==> config.mk <==
export PLATFORM = sky130hd
export DESIGN_NAME = device_path_tlv_validator_top_flat
export DESIGN_NICKNAME = d
export VERILOG_FILES = /design/src/hdl/dptv_pkg.sv /design/src/hdl/dptv_if.sv /design/src/hdl/device_path_tlv_validator_top.sv /design/src/flat_wrapper.sv
export SDC_FILE = /design/constraint.sdc
export NUM_CORES = 1
export LEC_CHECK = 0
export BUFFER_PORTS_ARGS = -buffer_cell sky130_fd_sc_hd__buf_2
export CAP_MARGIN = 5
export CORE_AREA = 2 2 90 178
export CTS_BUF_LIST = sky130_fd_sc_hd__clkbuf_4 sky130_fd_sc_hd__clkbuf_8
export CTS_CLUSTER_DIAMETER = 200
export DETAILED_ROUTE_END_ITERATION = 8
export DIE_AREA = 0 0 92 180
export PLACE_DENSITY = 0.82
export RECOVER_POWER = 100
export SLEW_MARGIN = 15
export SYNTH_ARGS = -nofsm -noshare
export SYNTH_HDL_FRONTEND = slang
export SYNTH_SLANG_ARGS = --single-unit
==> constraint.sdc <==
create_clock -name clock -period 10.9 [get_ports clock]
set_clock_uncertainty 0.15 [all_clocks]
set_input_delay 0.545 -clock clock [delete_from_list [all_inputs] [get_ports clock]]
set_output_delay 0.545 -clock clock [all_outputs]
set_load 0.01 [all_outputs]
==> src/hdl/dptv_pkg.sv <==
// shared constants and types for the device path node-chain validator
package dptv_pkg;

   localparam int unsigned MAX_PATH_BYTES = 65536;
   localparam int unsigned HEADER_BYTES = 4;

   localparam int unsigned SIZE_W = 17;
   localparam int unsigned LEN_W = 16;
   localparam int unsigned BYTE_W = 8;
   localparam int unsigned CSR_INDEX_W = 8;
   localparam int unsigned CSR_DATA_W = 17;

   typedef logic [SIZE_W-1:0] size_type;
   typedef logic [LEN_W-1:0] len_type;
   typedef logic [BYTE_W-1:0] byte_type;

   typedef enum logic [CSR_INDEX_W-1:0] {
      CSR_SIZE_LIMIT = 8'd0,
      CSR_END_TYPE   = 8'd1,
      CSR_TERM_SUB   = 8'd2,
      CSR_SEP_SUB    = 8'd3
   } csr_index_type;

   localparam logic STATUS_OK = 1'b0;
   localparam logic STATUS_COMPROMISED = 1'b1;

   localparam size_type LIMIT_MIN = size_type'(HEADER_BYTES);
   localparam size_type LIMIT_MAX = size_type'(MAX_PATH_BYTES);

   localparam len_type HEADER_LEN = len_type'(HEADER_BYTES);
   localparam size_type HEADER_SIZE = size_type'(HEADER_BYTES);

   localparam size_type SIZE_LIMIT_RESET = size_type'(65536);
   localparam byte_type END_TYPE_RESET = 8'd127;
   localparam byte_type TERM_SUB_RESET = 8'd255;
   localparam byte_type SEP_SUB_RESET = 8'd1;

endpackage

==> src/hdl/dptv_if.sv <==
// request, response and register write channels of the validator

interface dptv_req_if;
   logic              valid;
   logic              ready;
   dptv_pkg::byte_type data_byte;
   logic              path_start;

   modport source (output valid, data_byte, path_start, input ready);
   modport sink (input valid, data_byte, path_start, output ready);
endinterface

interface dptv_rsp_if;
   logic               valid;
   logic               ready;
   logic               status;
   dptv_pkg::size_type total_size;
   logic               multi_instance;

   modport source (output valid, status, total_size, multi_instance, input ready);
   modport sink (input valid, status, total_size, multi_instance, output ready);
endinterface

interface dptv_csr_if;
   logic                                   valid;
   logic                                   ready;
   logic [dptv_pkg::CSR_INDEX_W-1:0]       index;
   logic [dptv_pkg::CSR_DATA_W-1:0]        data;

   modport source (output valid, index, data, input ready);
   modport sink (input valid, index, data, output ready);
endinterface

==> src/hdl/device_path_tlv_validator_top.sv <==
// Device path node-chain validator: takes one path byte per request and walks the
// chain of type/subtype/length nodes, giving at most one response per path. Each
// request is captured in an input register, checked against the walk state (node
// offset, length, bytes used, limit) once the output register is free, and any
// result lands in an output register; one request is taken every cycle unless a
// response waits untaken and the input register is full. The input register lets
// a new request in while a response waits to be taken. Register writes are always
// ready; the size limit is clamped to 4..65536 when written.
module device_path_tlv_validator_top (
   input  logic             clock,
   input  logic             reset,
   dptv_req_if.sink         req_chan,
   dptv_rsp_if.source       rsp_chan,
   dptv_csr_if.sink         csr_chan
);

   // configuration
   dptv_pkg::size_type limit_ff, limit_in;
   dptv_pkg::byte_type end_type_ff, term_sub_ff, sep_sub_ff;

   // input stage
   logic               in_valid_ff, in_valid_in;
   dptv_pkg::byte_type in_byte_ff;
   logic               in_start_ff;

   // walk state
   dptv_pkg::size_type bytes_used_ff, bytes_used_in;
   dptv_pkg::len_type  offset_ff, offset_in;
   dptv_pkg::len_type  node_len_ff, node_len_in;
   dptv_pkg::byte_type node_type_ff, node_type_in;
   dptv_pkg::byte_type node_sub_ff, node_sub_in;
   logic               saw_inst_ff, saw_inst_in;
   logic               done_ff, done_in;

   // output stage
   logic               rsp_valid_ff, rsp_valid_in;
   logic               status_ff, status_in;
   dptv_pkg::size_type total_size_ff, total_size_in;
   logic               multi_ff, multi_in;

   logic               advance;
   logic               req_accept;
   logic               res_valid;
   logic               complete;
   dptv_pkg::size_type bu;
   dptv_pkg::len_type  off;
   dptv_pkg::len_type  len_full;
   dptv_pkg::size_type bu_next;
   logic [dptv_pkg::SIZE_W:0] span_sum;
   logic [dptv_pkg::SIZE_W:0] room_sum;
   logic [dptv_pkg::LEN_W:0]  off_plus;

   assign advance    = in_valid_ff && (!rsp_valid_ff || rsp_chan.ready);
   assign req_accept = req_chan.valid && req_chan.ready;
   assign req_chan.ready = !in_valid_ff || advance;
   assign csr_chan.ready = 1'b1;
   assign in_valid_in = req_accept || (in_valid_ff && !advance);

   assign rsp_chan.valid          = rsp_valid_ff;
   assign rsp_chan.status         = status_ff;
   assign rsp_chan.total_size     = total_size_ff;
   assign rsp_chan.multi_instance = multi_ff;

   // clamp size limit on write
   always_comb begin
      limit_in = csr_chan.data;
      if (csr_chan.data < dptv_pkg::LIMIT_MIN) begin
         limit_in = dptv_pkg::LIMIT_MIN;
      end else if (csr_chan.data > dptv_pkg::LIMIT_MAX) begin
         limit_in = dptv_pkg::LIMIT_MAX;
      end
   end

   always_comb begin
      bu       = in_start_ff ? '0 : bytes_used_ff;
      off      = in_start_ff ? '0 : offset_ff;
      len_full = {in_byte_ff, node_len_ff[7:0]};
      span_sum = {1'b0, bu} + {2'b00, len_full};
      off_plus = {1'b0, off} + 17'd1;

      bytes_used_in = bu;
      offset_in     = off;
      node_len_in   = in_start_ff ? '0 : node_len_ff;
      node_type_in  = node_type_ff;
      node_sub_in   = node_sub_ff;
      saw_inst_in   = in_start_ff ? 1'b0 : saw_inst_ff;
      done_in       = in_start_ff ? 1'b0 : done_ff;

      res_valid     = 1'b0;
      status_in     = dptv_pkg::STATUS_COMPROMISED;
      total_size_in = '0;
      multi_in      = 1'b0;
      complete      = 1'b0;
      bu_next       = bu;
      room_sum      = '0;

      if (!done_in) begin
         unique case (off)
            16'd0: node_type_in = in_byte_ff;
            16'd1: node_sub_in  = in_byte_ff;
            16'd2: node_len_in  = {8'd0, in_byte_ff};
            16'd3: begin
               node_len_in = len_full;
               if (len_full < dptv_pkg::HEADER_LEN || span_sum > {1'b0, limit_ff}) begin
                  res_valid = 1'b1;
                  done_in   = 1'b1;
               end else if (len_full == dptv_pkg::HEADER_LEN) begin
                  complete = 1'b1;
               end
            end
            default: begin
               if (off_plus >= {1'b0, node_len_in}) begin
                  complete = 1'b1;
               end
            end
         endcase

         if (!res_valid) begin
            if (!complete) begin
               offset_in = off_plus[dptv_pkg::LEN_W-1:0];
            end else begin
               bu_next       = bu + dptv_pkg::size_type'(node_len_in);
               bytes_used_in = bu_next;
               offset_in     = '0;
               room_sum      = {1'b0, bu_next} + {1'b0, dptv_pkg::HEADER_SIZE};
               if (node_type_in == end_type_ff && node_sub_in == term_sub_ff) begin
                  res_valid     = 1'b1;
                  done_in       = 1'b1;
                  status_in     = dptv_pkg::STATUS_OK;
                  total_size_in = bu_next;
                  multi_in      = saw_inst_in;
               end else begin
                  if (node_type_in == end_type_ff && node_sub_in == sep_sub_ff) begin
                     saw_inst_in = 1'b1;
                  end
                  if (room_sum > {1'b0, limit_ff}) begin
                     res_valid = 1'b1;
                     done_in   = 1'b1;
                  end
               end
            end
         end
      end
   end

   assign rsp_valid_in = (advance && res_valid) || (rsp_valid_ff && !rsp_chan.ready);

   always_ff @(posedge clock) begin
      if (reset) begin
         limit_ff      <= dptv_pkg::SIZE_LIMIT_RESET;
         end_type_ff   <= dptv_pkg::END_TYPE_RESET;
         term_sub_ff   <= dptv_pkg::TERM_SUB_RESET;
         sep_sub_ff    <= dptv_pkg::SEP_SUB_RESET;
         in_valid_ff   <= 1'b0;
         bytes_used_ff <= '0;
         offset_ff     <= '0;
         node_len_ff   <= '0;
         node_type_ff  <= '0;
         node_sub_ff   <= '0;
         saw_inst_ff   <= 1'b0;
         done_ff       <= 1'b1;
         rsp_valid_ff  <= 1'b0;
      end else begin
         if (csr_chan.valid) begin
            unique case (csr_chan.index)
               dptv_pkg::CSR_SIZE_LIMIT: limit_ff    <= limit_in;
               dptv_pkg::CSR_END_TYPE:   end_type_ff <= csr_chan.data[7:0];
               dptv_pkg::CSR_TERM_SUB:   term_sub_ff <= csr_chan.data[7:0];
               dptv_pkg::CSR_SEP_SUB:    sep_sub_ff  <= csr_chan.data[7:0];
               default: ;
            endcase
         end
         in_valid_ff  <= in_valid_in;
         rsp_valid_ff <= rsp_valid_in;
         if (advance) begin
            bytes_used_ff <= bytes_used_in;
            offset_ff     <= offset_in;
            node_len_ff   <= node_len_in;
            node_type_ff  <= node_type_in;
            node_sub_ff   <= node_sub_in;
            saw_inst_ff   <= saw_inst_in;
            done_ff       <= done_in;
         end
      end
   end

   always_ff @(posedge clock) begin
      if (req_accept) begin
         in_byte_ff  <= req_chan.data_byte;
         in_start_ff <= req_chan.path_start;
      end
      if (advance && res_valid) begin
         status_ff     <= status_in;
         total_size_ff <= total_size_in;
         multi_ff      <= multi_in;
      end
   end

endmodule

==> src/flat_wrapper.sv <==
// flat-port wrapper written by rule: the top's interface ports become plain ports
module device_path_tlv_validator_top_flat 
  (clock, reset, req_chan_valid, req_chan_data_byte, req_chan_path_start, req_chan_ready, rsp_chan_valid, rsp_chan_status, rsp_chan_total_size, rsp_chan_multi_instance, rsp_chan_ready, csr_chan_valid, csr_chan_index, csr_chan_data, csr_chan_ready);
  dptv_req_if req_chan_i ();
  dptv_rsp_if rsp_chan_i ();
  dptv_csr_if csr_chan_i ();
  input  logic clock;
  input  logic reset;
  input wire logic [$bits(req_chan_i.valid)-1:0] req_chan_valid;
  input wire logic [$bits(req_chan_i.data_byte)-1:0] req_chan_data_byte;
  input wire logic [$bits(req_chan_i.path_start)-1:0] req_chan_path_start;
  output wire logic [$bits(req_chan_i.ready)-1:0] req_chan_ready;
  output wire logic [$bits(rsp_chan_i.valid)-1:0] rsp_chan_valid;
  output wire logic [$bits(rsp_chan_i.status)-1:0] rsp_chan_status;
  output wire logic [$bits(rsp_chan_i.total_size)-1:0] rsp_chan_total_size;
  output wire logic [$bits(rsp_chan_i.multi_instance)-1:0] rsp_chan_multi_instance;
  input wire logic [$bits(rsp_chan_i.ready)-1:0] rsp_chan_ready;
  input wire logic [$bits(csr_chan_i.valid)-1:0] csr_chan_valid;
  input wire logic [$bits(csr_chan_i.index)-1:0] csr_chan_index;
  input wire logic [$bits(csr_chan_i.data)-1:0] csr_chan_data;
  output wire logic [$bits(csr_chan_i.ready)-1:0] csr_chan_ready;
  assign req_chan_i.valid = req_chan_valid;
  assign req_chan_i.data_byte = req_chan_data_byte;
  assign req_chan_i.path_start = req_chan_path_start;
  assign req_chan_ready = req_chan_i.ready;
  assign rsp_chan_valid = rsp_chan_i.valid;
  assign rsp_chan_status = rsp_chan_i.status;
  assign rsp_chan_total_size = rsp_chan_i.total_size;
  assign rsp_chan_multi_instance = rsp_chan_i.multi_instance;
  assign rsp_chan_i.ready = rsp_chan_ready;
  assign csr_chan_i.valid = csr_chan_valid;
  assign csr_chan_i.index = csr_chan_index;
  assign csr_chan_i.data = csr_chan_data;
  assign csr_chan_ready = csr_chan_i.ready;
  device_path_tlv_validator_top u_core (.clock(clock), .reset(reset), .req_chan(req_chan_i), .rsp_chan(rsp_chan_i), .csr_chan(csr_chan_i));
endmodule
==> impl_metrics.prom, run 1 <==
# TYPE chip_impl_metric gauge
chip_impl_info{name="most-common-layout-cells",value="118 x nor2_1, 110 x dfxtp_1, 105 x nand2_1"} 1
chip_impl_info{name="worst_setup_path_startpoint",value="u_core.in_start_ff"} 1
chip_impl_metric{name="post_cts_resize_count",unit=""} 0
chip_impl_metric{name="place.detailed.instances",unit=""} 1369
chip_impl_info{name="cp-end-kind",value="flip-flop"} 1
chip_impl_metric{name="instances_no_fill",unit=""} 1401
chip_impl_metric{name="wire_per_inst",unit="um"} 19.9
chip_impl_info{name="worst_setup_path_class",value="reg -> reg"} 1
chip_impl_metric{name="detail_route.iter0.violations",unit=""} 826
chip_impl_metric{name="place_worst_setup_slack",unit="ps"} 3180
chip_impl_metric{name="synth-edff-count",unit=""} 28
chip_impl_metric{name="insertion_delay",unit="ps"} 480
chip_impl_metric{name="max_freq",unit="MHz"} 115
chip_impl_metric{name="synthesis.instances",unit=""} 1159
chip_impl_metric{name="drc",unit=""} 0
chip_impl_info{name="status",value="finished with violations"} 1
chip_impl_metric{name="timing_worst_slew_pin_value",unit="ps"} 4310
chip_impl_metric{name="maximum_root_to_sink_buffer_count",unit=""} 2
chip_impl_metric{name="wl",unit="mm"} 27.9
chip_impl_metric{name="area_growth_syn_to_layout",unit="%"} 7.59
chip_impl_metric{name="fraction_of_the_yosys_area_taken_by_sequential_cells",unit=""} 0.318
chip_impl_metric{name="numPortBuffers",unit=""} 59
chip_impl_metric{name="critPathRequiredTime",unit="ps"} 11160
chip_impl_metric{name="yosysWarnings",unit=""} 0
chip_impl_metric{name="grt_pass1_wl",unit="mm"} 44.0
chip_impl_metric{name="grt_remaining_overflow",unit=""} 0
chip_impl_info{name="timing.critical_path.from_type",value="flip-flop"} 1
chip_impl_metric{name="setup.reg_to_reg.worst_slack",unit="ps"} 2230
chip_impl_metric{name="vias",unit=""} 9096
chip_impl_metric{name="whs",unit="ps"} 92.4
chip_impl_info{name="tritoncts",value="built"} 1
chip_impl_metric{name="total_number_of_placement_rows",unit=""} 64
chip_impl_metric{name="place_congestion",unit=""} 1.08
chip_impl_info{name="grt_setup_unrepaired",value="false"} 1
chip_impl_metric{name="nets",unit=""} 1318
chip_impl_metric{name="grt_util_all_layers",unit=""} 0.338
chip_impl_metric{name="synth_simple_gate_area_share",unit=""} 0.218
chip_impl_metric{name="syn_area",unit="sq um"} 9560
chip_impl_metric{name="slew_headroom",unit=""} -1.88
chip_impl_info{name="critPathCapture",value="u_core.bytes_used_ff[2]"} 1
chip_impl_metric{name="final_report_hold_violation_count",unit=""} 0
chip_impl_metric{name="power.density_cell_area",unit="nW/um^2"} 101
chip_impl_metric{name="flip_flop_and_latch_count_after_synthesis",unit=""} 138
chip_impl_metric{name="final_design_area_no_fill",unit="sq um"} 10300
chip_impl_info{name="dominantRegCellSynth",value="dfxtp_1"} 1
chip_impl_metric{name="design.die.area",unit="sq um"} 16600
chip_impl_metric{name="slew_violations",unit=""} 141
chip_impl_metric{name="total_leakage_power",unit="nW"} 4.18
chip_impl_metric{name="finalCriticalPeriod",unit="ps"} 8670
chip_impl_metric{name="cts_post_setup_buffers_inserted",unit=""} 0
chip_impl_metric{name="tritoncts.num_buffers",unit=""} 17
chip_impl_metric{name="share_of_cells_above_drive_strength_1",unit=""} 0.0748
chip_impl_metric{name="core_region_area",unit="sq um"} 15200
chip_impl_info{name="mostFrequentLayoutCell",value="nor2_1"} 1
chip_impl_metric{name="floorplan.initialDensity",unit=""} 0.628
chip_impl_metric{name="path_max_fanout",unit=""} 45
chip_impl_metric{name="grt_pass1_vias",unit=""} 8749
chip_impl_metric{name="layout_setup_ws",unit="ps"} 2230
chip_impl_metric{name="dpl_cell_area",unit="sq um"} 9950
chip_impl_metric{name="hpwlAfterDp",unit="mm"} 20.8
chip_impl_metric{name="timing.final.setup_violations",unit=""} 0
chip_impl_metric{name="mux_cell_area_share_after_synthesis",unit=""} 0.00733
chip_impl_metric{name="antennaDiodeCount",unit=""} 0
chip_impl_metric{name="nFillCells",unit=""} 1295
chip_impl_metric{name="ys_async_sr_fraction",unit=""} 0
chip_impl_metric{name="multi_input_comb_area",unit="sq um"} 6050
chip_impl_metric{name="ir_drop",unit="mV"} 0.131
chip_impl_metric{name="detail_route.first_pass.iterations",unit=""} 6
chip_impl_info{name="hold_path.class",value="in -> reg"} 1
chip_impl_metric{name="report.power.total",unit="mW"} 1.04
chip_impl_metric{name="final_core_util",unit=""} 0.676
chip_impl_info{name="dominant_combinational_cell_family_by_area_after_synthesis",value="compound AO/OA/AOI/OAI gates"} 1
chip_impl_metric{name="postCtsHoldBufs",unit=""} 0
chip_impl_metric{name="finalCritPeriodShare",unit=""} 0.795
chip_impl_metric{name="timing.reg2reg.worst_path_depth",unit=""} 23
chip_impl_metric{name="cts.sinks",unit=""} 138
chip_impl_metric{name="synth_cell_type_count",unit=""} 79
chip_impl_metric{name="timing.max_cap.violations",unit=""} 2
chip_impl_info{name="critical_path.reg2reg.endpoint",value="u_core.bytes_used_ff[2]"} 1
chip_impl_metric{name="register_area",unit="sq um"} 3040
chip_impl_metric{name="worstPathArrival",unit="ps"} 8930
chip_impl_metric{name="worst_setup_hold_path_clk_slew",unit="ps"} 80
chip_impl_metric{name="die_width",unit="um"} 92
chip_impl_metric{name="number_of_antenna_violations_at_the_first_check_in_global_routing",unit=""} 0
chip_impl_metric{name="antenna_left",unit=""} 0
chip_impl_metric{name="synth_compound_gate_area_share",unit=""} 0.225
chip_impl_metric{name="top_level_ports",unit=""} 61
chip_impl_metric{name="cts_htree_levels",unit=""} 4
chip_impl_metric{name="route.detailed.vias_per_inst",unit=""} 6.49
chip_impl_info{name="buffer_cell_driving_the_clock_tree_root",value="clkbuf_8"} 1
chip_impl_info{name="violations",value="capacitance limit, slew limit"} 1
chip_impl_info{name="rr_startpoint",value="u_core.in_start_ff"} 1
chip_impl_metric{name="die_h",unit="um"} 180
chip_impl_metric{name="mappedNetlistNets",unit=""} 1287
chip_impl_metric{name="synth-adder-area-share",unit=""} 0.118
chip_impl_metric{name="syn_avg_cell_area",unit="sq um"} 8.25
chip_impl_metric{name="fin_tns_setup",unit="ps"} 0
chip_impl_metric{name="largest_net_degree_at_the_start_of_global_routing",unit=""} 95
chip_impl_metric{name="synth-xor-area-share",unit=""} 0.0651
[per-layer routing]
layer	track usage	up-vias	share of wire	routed length [um]
met5	0	-	0	0
met4	0.236	0	0.075	2090
met3	0.0599	146	0.069	1930
met2	0.581	484	0.49	13700
met1	0.369	4226	0.36	10100
li1	-	4240	-	-
[flip-flops by register name (all words and copies together), names as in the netlist]
register                        cells
u_core.rsp_chan.status              1
u_core.in_byte_ff                   8
u_core.saw_inst_ff                  1
u_core.in_start_ff                  1
u_core.node_sub_ff                  8
u_core.node_len_ff                 16
u_core.rsp_chan.multi_instance      1
u_core.node_type_ff                 8
u_core.limit_ff                    17
u_core.offset_ff                   16
u_core.sep_sub_ff                   8
u_core.bytes_used_ff               17
u_core.rsp_chan.total_size         17
u_core.end_type_ff                  8
u_core.term_sub_ff                  8
u_core.done_ff                      1
u_core.in_valid_ff                  1
u_core.rsp_chan.valid               1
[synth_stat cells, types with 12 or more instances]
cell type | count | area, sq um
a21oi_1 | 100 | 500
a21o_1 | 23 | 173
ha_1 | 87 | 1090
clkbuf_1 | 47 | 176
nor2_1 | 118 | 443
nor4_1 | 16 | 100
a211oi_1 | 12 | 90.1
nor2b_1 | 34 | 213
nand2b_1 | 26 | 163
a22oi_1 | 25 | 188
edfxtp_1 | 28 | 841
nor3_1 | 14 | 70.1
inv_1 | 66 | 248
nand4_1 | 17 | 106
xnor2_1 | 39 | 342
nand3_1 | 28 | 140
dfxtp_1 | 110 | 2200
a22o_1 | 25 | 219
a211o_1 | 21 | 184
xor2_1 | 32 | 280
o21ai_0 | 36 | 180
nand2_1 | 105 | 394
[final cells by class]
| cell class | instances | area share |
|---|---|---|
| Inverter | 66 | 0.0241 |
| Sequential cell | 138 | 0.296 |
| Tap cell | 198 | 0.0241 |
| Clock inverter | 13 | 0.0139 |
| Clock buffer | 19 | 0.0242 |
| Multi-Input combinational cell | 901 | 0.588 |
| Timing Repair Buffer | 66 | 0.0297 |
[worst min-delay path by stage]
stage / startpoint / to / slack (ps) / cells after the start
after floorplan: u_core.saw_inst_ff / u_core.saw_inst_ff / 280 / 2
after global placement: u_core.bytes_used_ff[14] / u_core.bytes_used_ff[14] / 290 / 2
final: req_chan_data_byte[2] / u_core.in_byte_ff[2] / 90 / 1
after global routing: req_chan_data_byte[6] / u_core.in_byte_ff[6] / 80 / 1
after CTS: req_chan_data_byte[2] / u_core.in_byte_ff[2] / 90 / 1
after detailed placement: u_core.bytes_used_ff[14] / u_core.bytes_used_ff[14] / 290 / 2
[where the power goes]
group | internal [mW] | switching, mW | leakage, nW
Sequential | 0.523 | 0.0110 | 1.19
Combinational | 0.0248 | 0.0473 | 2.79
Clock | 0.210 | 0.222 | 0.194
[cells by family (layout without fill, tap and decap cells)]
family / count (synthesis) / after routing
AO/OA/AOI/OAI: 315 / 315
other: 1 / 1
multiplexers: 7 / 7
flip-flops: 138 / 138
adder cells (fa/ha/maj): 89 / 89
AND/OR/NAND/NOR: 418 / 418
buffers and inverters: 120 / 164
XOR/XNOR: 71 / 71
[worst max-delay path, stage by stage, from the launching register on]
cell and delay, ps:
edfxtp_1 830, clkbuf_1 1290, nor2b_1 200, ha_1 320, fa_1 400, a21o_1 170, a21oi_1 260, o21ai_0 130
a31o_2 280, a21oi_1 250, nor2_1 80, o21ai_0 190, a21oi_1 100, xor2_1 150, ha_1 320, nand3_1 110
or4_1 570, inv_1 90, nand4_1 150, o21a_1 170, o31ai_1 800, and2_0 560, nor2b_1 750, a22o_1 260
No activity file was read; power rests on OpenSTA's default activity.
==> run 2, diff against run 1 <==
Settings changed: CORE_AREA 2 2 90 178 to 2 2 94 187, DIE_AREA 0 0 92 180 to 0 0 96 189, PLACE_DENSITY 0.82 to 0.79.
Clock period 10.9 ns to 7.7 ns, I/O delays scaled along.
==> run 2 against run 1 <==
Net effect: sequential cell count did not move; the run now ends clean; fmax rose by 20%; non-clock buffer count rose by 21; critical path depth fell by 1; global-route usage fell by 2.9 points; register-to-register slack got worse by 1800 ps; via count fell by 0.42%; cell count rose by 2.1%; core utilization fell by 4.6 points; count of clock-buffer cells in the layout fell by 1; combinational power rose by 51%.
==> impl_metrics.prom, run 2 (same netlist as run 1, synthesis figures left out) <==
# TYPE chip_impl_metric gauge
chip_impl_metric{name="critPathRequiredTime",unit="ps"} 7650
chip_impl_metric{name="antenna_left",unit=""} 0
chip_impl_info{name="timing.critical_path.from_type",value="flip-flop"} 1
chip_impl_metric{name="power.density_cell_area",unit="nW/um^2"} 143
chip_impl_metric{name="numPortBuffers",unit=""} 59
chip_impl_metric{name="cts.sinks",unit=""} 138
chip_impl_metric{name="place_worst_setup_slack",unit="ps"} 660
chip_impl_info{name="grt_setup_unrepaired",value="false"} 1
chip_impl_metric{name="timing_worst_slew_pin_value",unit="ps"} 1460
chip_impl_metric{name="worst_setup_hold_path_clk_slew",unit="ps"} 80
chip_impl_metric{name="route.detailed.vias_per_inst",unit=""} 6.33
chip_impl_metric{name="route.met2.wl",unit="mm"} 13.5
chip_impl_metric{name="die_h",unit="um"} 189
chip_impl_metric{name="worstPathArrival",unit="ps"} 7190
chip_impl_metric{name="final_core_util",unit=""} 0.630
chip_impl_info{name="cpMaxStageDelayCell",value="or4_4"} 1
chip_impl_metric{name="timing.final.setup_violations",unit=""} 0
chip_impl_metric{name="finalCriticalPeriod",unit="ps"} 7240
chip_impl_metric{name="grt_util_all_layers",unit=""} 0.309
chip_impl_metric{name="total_leakage_power",unit="nW"} 4.30
chip_impl_info{name="status",value="finished, final reports clean"} 1
chip_impl_metric{name="detail_route.iter0.violations",unit=""} 690
chip_impl_metric{name="nets",unit=""} 1339
chip_impl_metric{name="detail_route.first_pass.iterations",unit=""} 5
chip_impl_metric{name="maximum_root_to_sink_buffer_count",unit=""} 2
chip_impl_metric{name="finalCritPeriodShare",unit=""} 0.941
chip_impl_metric{name="path_max_fanout",unit=""} 19
chip_impl_metric{name="top_level_ports",unit=""} 61
chip_impl_metric{name="area_growth_syn_to_layout",unit="%"} 9.92
chip_impl_metric{name="number_of_antenna_violations_at_the_first_check_in_global_routing",unit=""} 0
chip_impl_metric{name="core_region_area",unit="sq um"} 16700
chip_impl_metric{name="met3_length",unit="mm"} 1.45
chip_impl_metric{name="drc",unit=""} 0
chip_impl_info{name="buffer_cell_driving_the_clock_tree_root",value="clkbuf_8"} 1
chip_impl_metric{name="tritoncts.num_buffers",unit=""} 17
chip_impl_metric{name="insertion_delay",unit="ps"} 480
chip_impl_metric{name="timing.critical_path.slowest_cell_delay",unit="ps"} 550
chip_impl_info{name="tritoncts",value="built"} 1
chip_impl_metric{name="wire_per_inst",unit="um"} 19.1
chip_impl_metric{name="max_freq",unit="MHz"} 138
chip_impl_metric{name="met1Wirelength",unit="mm"} 10.3
chip_impl_metric{name="ir_drop",unit="mV"} 0.192
chip_impl_info{name="most-common-layout-cells",value="118 x nor2_1, 110 x dfxtp_1, 105 x nand2_1"} 1
chip_impl_metric{name="layout_setup_ws",unit="ps"} 456
chip_impl_metric{name="grt_remaining_overflow",unit=""} 0
chip_impl_info{name="topRoutingLayerUsed",value="met4"} 1
chip_impl_info{name="path_cells",value="nor4_1 -> a41o_1 -> and2_1 -> o21ai_0 -> a22o_1 -> ha_1 -> fa_1 -> a211oi_1 -> o211ai_1 -> a31oi_1 -> xor2_1 -> or4_4 -> or4_4 -> xor2_1 -> ha_1 -> nand2_1 -> or4_1 -> a31oi_1 -> a41oi_1 -> o31a_1 -> nand2b_4 -> o21ai_2"} 1
chip_impl_metric{name="design.die.area",unit="sq um"} 18100
chip_impl_info{name="cp-end-kind",value="flip-flop"} 1
chip_impl_metric{name="total_number_of_placement_rows",unit=""} 67
chip_impl_metric{name="floorplan.initialDensity",unit=""} 0.573
chip_impl_metric{name="grt_pass1_wl",unit="mm"} 42.9
chip_impl_metric{name="slew_headroom",unit=""} 0.0263
chip_impl_metric{name="antennaDiodeCount",unit=""} 0
chip_impl_metric{name="cts_htree_levels",unit=""} 4
chip_impl_metric{name="wl",unit="mm"} 27.4
chip_impl_metric{name="largest_net_degree_at_the_start_of_global_routing",unit=""} 104
chip_impl_metric{name="cts_post_setup_buffers_inserted",unit=""} 0
chip_impl_metric{name="grt_pass1_vias",unit=""} 8713
chip_impl_info{name="hold_path.class",value="in -> reg"} 1
chip_impl_info{name="mostFrequentLayoutCell",value="nor2_1"} 1
chip_impl_info{name="worst_setup_path_class",value="reg -> reg"} 1
chip_impl_metric{name="die_width",unit="um"} 96
chip_impl_metric{name="timing.max_cap.violations",unit=""} 0
chip_impl_metric{name="fin_tns_setup",unit="ps"} 0
chip_impl_metric{name="slew_violations",unit=""} 0
chip_impl_metric{name="vias",unit=""} 9058
chip_impl_metric{name="final_report_hold_violation_count",unit=""} 0
chip_impl_metric{name="place_congestion",unit=""} 0.990
chip_impl_metric{name="share_of_cells_above_drive_strength_1",unit=""} 0.0850
chip_impl_metric{name="hpwlAfterDp",unit="mm"} 20.6
[run 2: critical path: cells and delay by family (launching register included)]
kind	cells	cell delay, ps
flip-flops	1	350
adder cells (fa/ha/maj)	3	990
AO/OA/AOI/OAI	10	2670
XOR/XNOR	2	280
AND/OR/NAND/NOR	7	2410
[run 2: timing repair]
item | in CTS | in global routing
endpoints found under the hold margin | 10 | 0
hold buffers | 10 | 0
resized for setup | 0 | 0
[run 2: area by class of cell]
| type | count | area [sq um] |
|---|---|---|
| fill | 1457 | 6170 |
| multi-input combinational | 901 | 6060 |
| clock inverter | 14 | 168 |
| tap | 207 | 259 |
| timing repair buffer | 87 | 492 |
| inverter | 66 | 248 |
| sequential | 138 | 3040 |
| clock buffer | 18 | 241 |
[run 2: final timing paths]
check	cells past startpoint	endpoint	slack (ps)	startpoint
worst max-delay path	22	u_core.rsp_chan.total_size[2]	460	u_core.offset_ff[10]
worst min register to register	2	u_core.bytes_used_ff[14]	310	u_core.bytes_used_ff[14]
worst min-delay path	3	u_core.limit_ff[10]	20	csr_chan_data[10]
worst max register to register	22	u_core.rsp_chan.total_size[2]	460	u_core.offset_ff[10]
[run 2: per-stage QoR]
step           std cells  cell area [sq um]  total power [mW]  hold slack, ps
2_1_floorplan       1159               9560             0.833             277
3_3_place_gp        1389              10000             0.873             285
3_5_place_dp        1389              10000             0.875             290
4_1_cts             1431              10600              1.50            9.25
5_1_grt             1431              10500              1.55            19.8
6_report            1431              10500              1.50            15.2
[run 2: metal layers]
layer / up-vias / GRT usage
li1: 4281 / -
met1: 4255 / 0.336
met2: 382 / 0.521
met3: 140 / 0.0533
met4: 0 / 0.223
met5: - / 0
[run 2: power breakdown]
part / total [mW] / internal, mW / switching [mW]
sequential: 0.755 / 0.741 / 0.0145
clock: 0.638 / 0.326 / 0.312
combinational: 0.109 / 0.0389 / 0.0698
total: 1.50 / 1.11 / 0.397
==> run 3, diff against run 2 <==
Settings changed: PLACE_DENSITY 0.79 to 0.89.
==> run 3 against run 2 <==
Net effect: the run now ends with DRC, capacitance limit, slew limit left; critical path type unchanged; wire length is 5.5% higher; register-to-register slack better by 30 ps; combinational power hardly changed; critical endpoint is now u_core.rsp_chan.total_size[7]; count of clock-buffer cells in the layout stayed put.
==> impl_metrics.prom, run 3 (same netlist as run 1, synthesis figures left out) <==
# TYPE chip_impl_metric gauge
chip_impl_info{name="most-common-layout-cells",value="118 x nor2_1, 110 x dfxtp_1, 105 x nand2_1"} 1
chip_impl_metric{name="die_width",unit="um"} 96
chip_impl_metric{name="finalCriticalPeriod",unit="ps"} 7210
chip_impl_metric{name="final_report_hold_violation_count",unit=""} 0
chip_impl_metric{name="area_growth_syn_to_layout",unit="%"} 10.2
chip_impl_metric{name="antenna_left",unit=""} 0
chip_impl_metric{name="hpwlAfterDp",unit="mm"} 20.9
chip_impl_info{name="worst_setup_path_startpoint",value="u_core.offset_ff[6]"} 1
chip_impl_info{name="hold_path.class",value="in -> reg"} 1
chip_impl_info{name="rr_startpoint",value="u_core.offset_ff[6]"} 1
chip_impl_metric{name="share_comb_of_total_power",unit=""} 0.072
chip_impl_metric{name="timing.reg2reg.worst_path_depth",unit=""} 24
chip_impl_info{name="tritoncts",value="built"} 1
chip_impl_metric{name="cts_htree_levels",unit=""} 4
chip_impl_metric{name="power.density_cell_area",unit="nW/um^2"} 144
chip_impl_metric{name="place_congestion",unit=""} 1.01
chip_impl_metric{name="route.detailed.vias_per_inst",unit=""} 6.46
chip_impl_metric{name="seq_power_share",unit=""} 0.497
chip_impl_metric{name="cellInternalPower",unit="mW"} 1.11
chip_impl_info{name="critPathCapture",value="u_core.rsp_chan.total_size[7]"} 1
chip_impl_metric{name="die_h",unit="um"} 189
chip_impl_metric{name="timing.final.setup_violations",unit=""} 0
chip_impl_metric{name="slew_headroom",unit=""} -1.25
chip_impl_metric{name="dpl_cell_area",unit="sq um"} 10000
chip_impl_metric{name="fin_tns_setup",unit="ps"} 0
chip_impl_metric{name="max_freq",unit="MHz"} 139
chip_impl_metric{name="cts.sinks",unit=""} 138
chip_impl_metric{name="grt_remaining_overflow",unit=""} 0
chip_impl_metric{name="largest_net_degree_at_the_start_of_global_routing",unit=""} 77
chip_impl_metric{name="switching_power",unit="mW"} 0.408
chip_impl_metric{name="detail_route.first_pass.iterations",unit=""} 9
chip_impl_metric{name="drc",unit=""} 1
chip_impl_metric{name="total_leakage_power",unit="nW"} 4.30
chip_impl_metric{name="finalCritPeriodShare",unit=""} 0.936
chip_impl_metric{name="grt_util_all_layers",unit=""} 0.325
chip_impl_metric{name="total_number_of_placement_rows",unit=""} 67
chip_impl_metric{name="path_max_fanout",unit=""} 19
chip_impl_metric{name="wl",unit="mm"} 28.9
chip_impl_metric{name="vias",unit=""} 9244
chip_impl_metric{name="tritoncts.num_buffers",unit=""} 17
chip_impl_metric{name="report.power.total",unit="mW"} 1.52
chip_impl_metric{name="wire_per_inst",unit="um"} 20.2
chip_impl_metric{name="place.detailed.instances",unit=""} 1389
chip_impl_metric{name="number_of_antenna_violations_at_the_first_check_in_global_routing",unit=""} 0
chip_impl_metric{name="grt_pass1_wl",unit="mm"} 45.5
chip_impl_info{name="grt_setup_unrepaired",value="false"} 1
chip_impl_metric{name="nets",unit=""} 1339
chip_impl_info{name="critical_path.reg2reg.endpoint",value="u_core.rsp_chan.total_size[7]"} 1
chip_impl_metric{name="worst_setup_hold_path_clk_slew",unit="ps"} 90
chip_impl_info{name="mostFrequentLayoutCell",value="nor2_1"} 1
chip_impl_info{name="buffer_cell_driving_the_clock_tree_root",value="clkbuf_8"} 1
chip_impl_info{name="violations",value="DRC, capacitance limit, slew limit"} 1
chip_impl_metric{name="timing_worst_slew_pin_value",unit="ps"} 3370
chip_impl_metric{name="worstPathArrival",unit="ps"} 7160
chip_impl_info{name="cp-end-kind",value="flip-flop"} 1
chip_impl_metric{name="top_level_ports",unit=""} 61
chip_impl_metric{name="antennaDiodeCount",unit=""} 0
chip_impl_metric{name="grt_pass1_vias",unit=""} 9112
chip_impl_metric{name="timing.max_cap.violations",unit=""} 1
chip_impl_metric{name="setup.reg_to_reg.worst_slack",unit="ps"} 490
chip_impl_metric{name="maximum_root_to_sink_buffer_count",unit=""} 2
chip_impl_metric{name="switching_share",unit=""} 0.268
chip_impl_metric{name="instances_no_fill",unit=""} 1431
chip_impl_metric{name="share_of_cells_above_drive_strength_1",unit=""} 0.0866
chip_impl_metric{name="layout_setup_ws",unit="ps"} 489
chip_impl_metric{name="critPathRequiredTime",unit="ps"} 7650
chip_impl_metric{name="design.die.area",unit="sq um"} 18100
chip_impl_info{name="worst_setup_path_class",value="reg -> reg"} 1
chip_impl_metric{name="numPortBuffers",unit=""} 59
chip_impl_metric{name="insertion_delay",unit="ps"} 470
chip_impl_metric{name="place_worst_setup_slack",unit="ps"} 641
chip_impl_metric{name="core_region_area",unit="sq um"} 16700
chip_impl_metric{name="floorplan.initialDensity",unit=""} 0.573
chip_impl_metric{name="power_frac_clock",unit=""} 0.431
chip_impl_metric{name="final_design_area_no_fill",unit="sq um"} 10500
chip_impl_info{name="status",value="finished with violations"} 1
chip_impl_metric{name="slew_violations",unit=""} 77
chip_impl_metric{name="detail_route.iter0.violations",unit=""} 901
chip_impl_metric{name="min_path_cells",unit=""} 3
chip_impl_metric{name="ir_drop",unit="mV"} 0.165
chip_impl_info{name="timing.critical_path.from_type",value="flip-flop"} 1
-- run 3: final cells by class --
| type | instances | area [sq um] |
|---|---|---|
| Sequential cell | 138 | 3040 |
| Fill cell | 1368 | 6150 |
| Tap cell | 207 | 259 |
| Clock inverter | 14 | 185 |
| Clock buffer | 18 | 241 |
| Multi-Input combinational cell | 901 | 6060 |
| Inverter | 66 | 248 |
| Timing Repair Buffer | 87 | 493 |
-- run 3: layer usage --
| layer | up-vias | share of wire | global-route usage |
|---|---|---|---|
| li1 | 4269 | - | - |
| met2 | 531 | 0.49 | 0.546 |
| met3 | 183 | 0.078 | 0.0565 |
| met1 | 4261 | 0.34 | 0.353 |
| met4 | 0 | 0.090 | 0.240 |
| met5 | - | 0 | 0 |
-- run 3: worst max-delay path, cell delays in order, from the launching register on --
cell and delay [ps]:
dfxtp_1 380, nor4_1 420, a41o_1 270, buf_4 210
nand2_1 150, o21ai_1 290, buf_4 230, a22o_1 150
ha_1 320, o21a_1 320, a2111oi_2 450, nor3_1 220
nor4_1 350, buf_4 200, nand3_1 100, or4_4 580
xor2_1 160, ha_1 310, nand2_1 80, or4_1 500
a31oi_1 180, a41oi_1 60, o31a_1 170, nand2b_4 160
o21ai_2 400
-- run 3: how the worst min path moves through the flow --
stage | slack, ps | endpoint | from
2_1_floorplan | 280 | u_core.saw_inst_ff | u_core.saw_inst_ff
3_3_place_gp | 290 | u_core.bytes_used_ff[14] | u_core.bytes_used_ff[14]
3_5_place_dp | 300 | u_core.node_sub_ff[0] | u_core.node_sub_ff[0]
4_1_cts | 7 | u_core.limit_ff[13] | csr_chan_data[13]
5_1_grt | 30 | u_core.limit_ff[10] | csr_chan_data[10]
6_report | 20 | u_core.limit_ff[12] | csr_chan_data[12]
-- run 3: metrics by stage --
stage / hold slack (ps) / util
final: 23.0 / 0.631
after global routing: 25.9 / 0.631
after CTS: 6.98 / 0.634
after detailed placement: 297 / 0.602
after global placement: 285 / 0.602
after floorplan: 277 / -
-- run 3: repair_timing --
| action | in CTS | in global routing |
|---|---|---|
| hold buffers | 10 | 0 |
| endpoints found under the hold margin | 10 | 0 |
| gates resized for setup | 0 | 1 |
| setup buffers | 0 | 0 |
| endpoints found under the setup margin | 0 | 10 |
-- run 3: power groups by stage --
stage                     registers, mW  clock network [mW]  logic, mW
after detailed placement          0.772                   0      0.103
after floorplan                   0.761                   0     0.0719
after global routing              0.756               0.683      0.118
final                             0.756               0.655      0.109
after global placement            0.771                   0      0.100
after CTS                         0.755               0.655      0.107
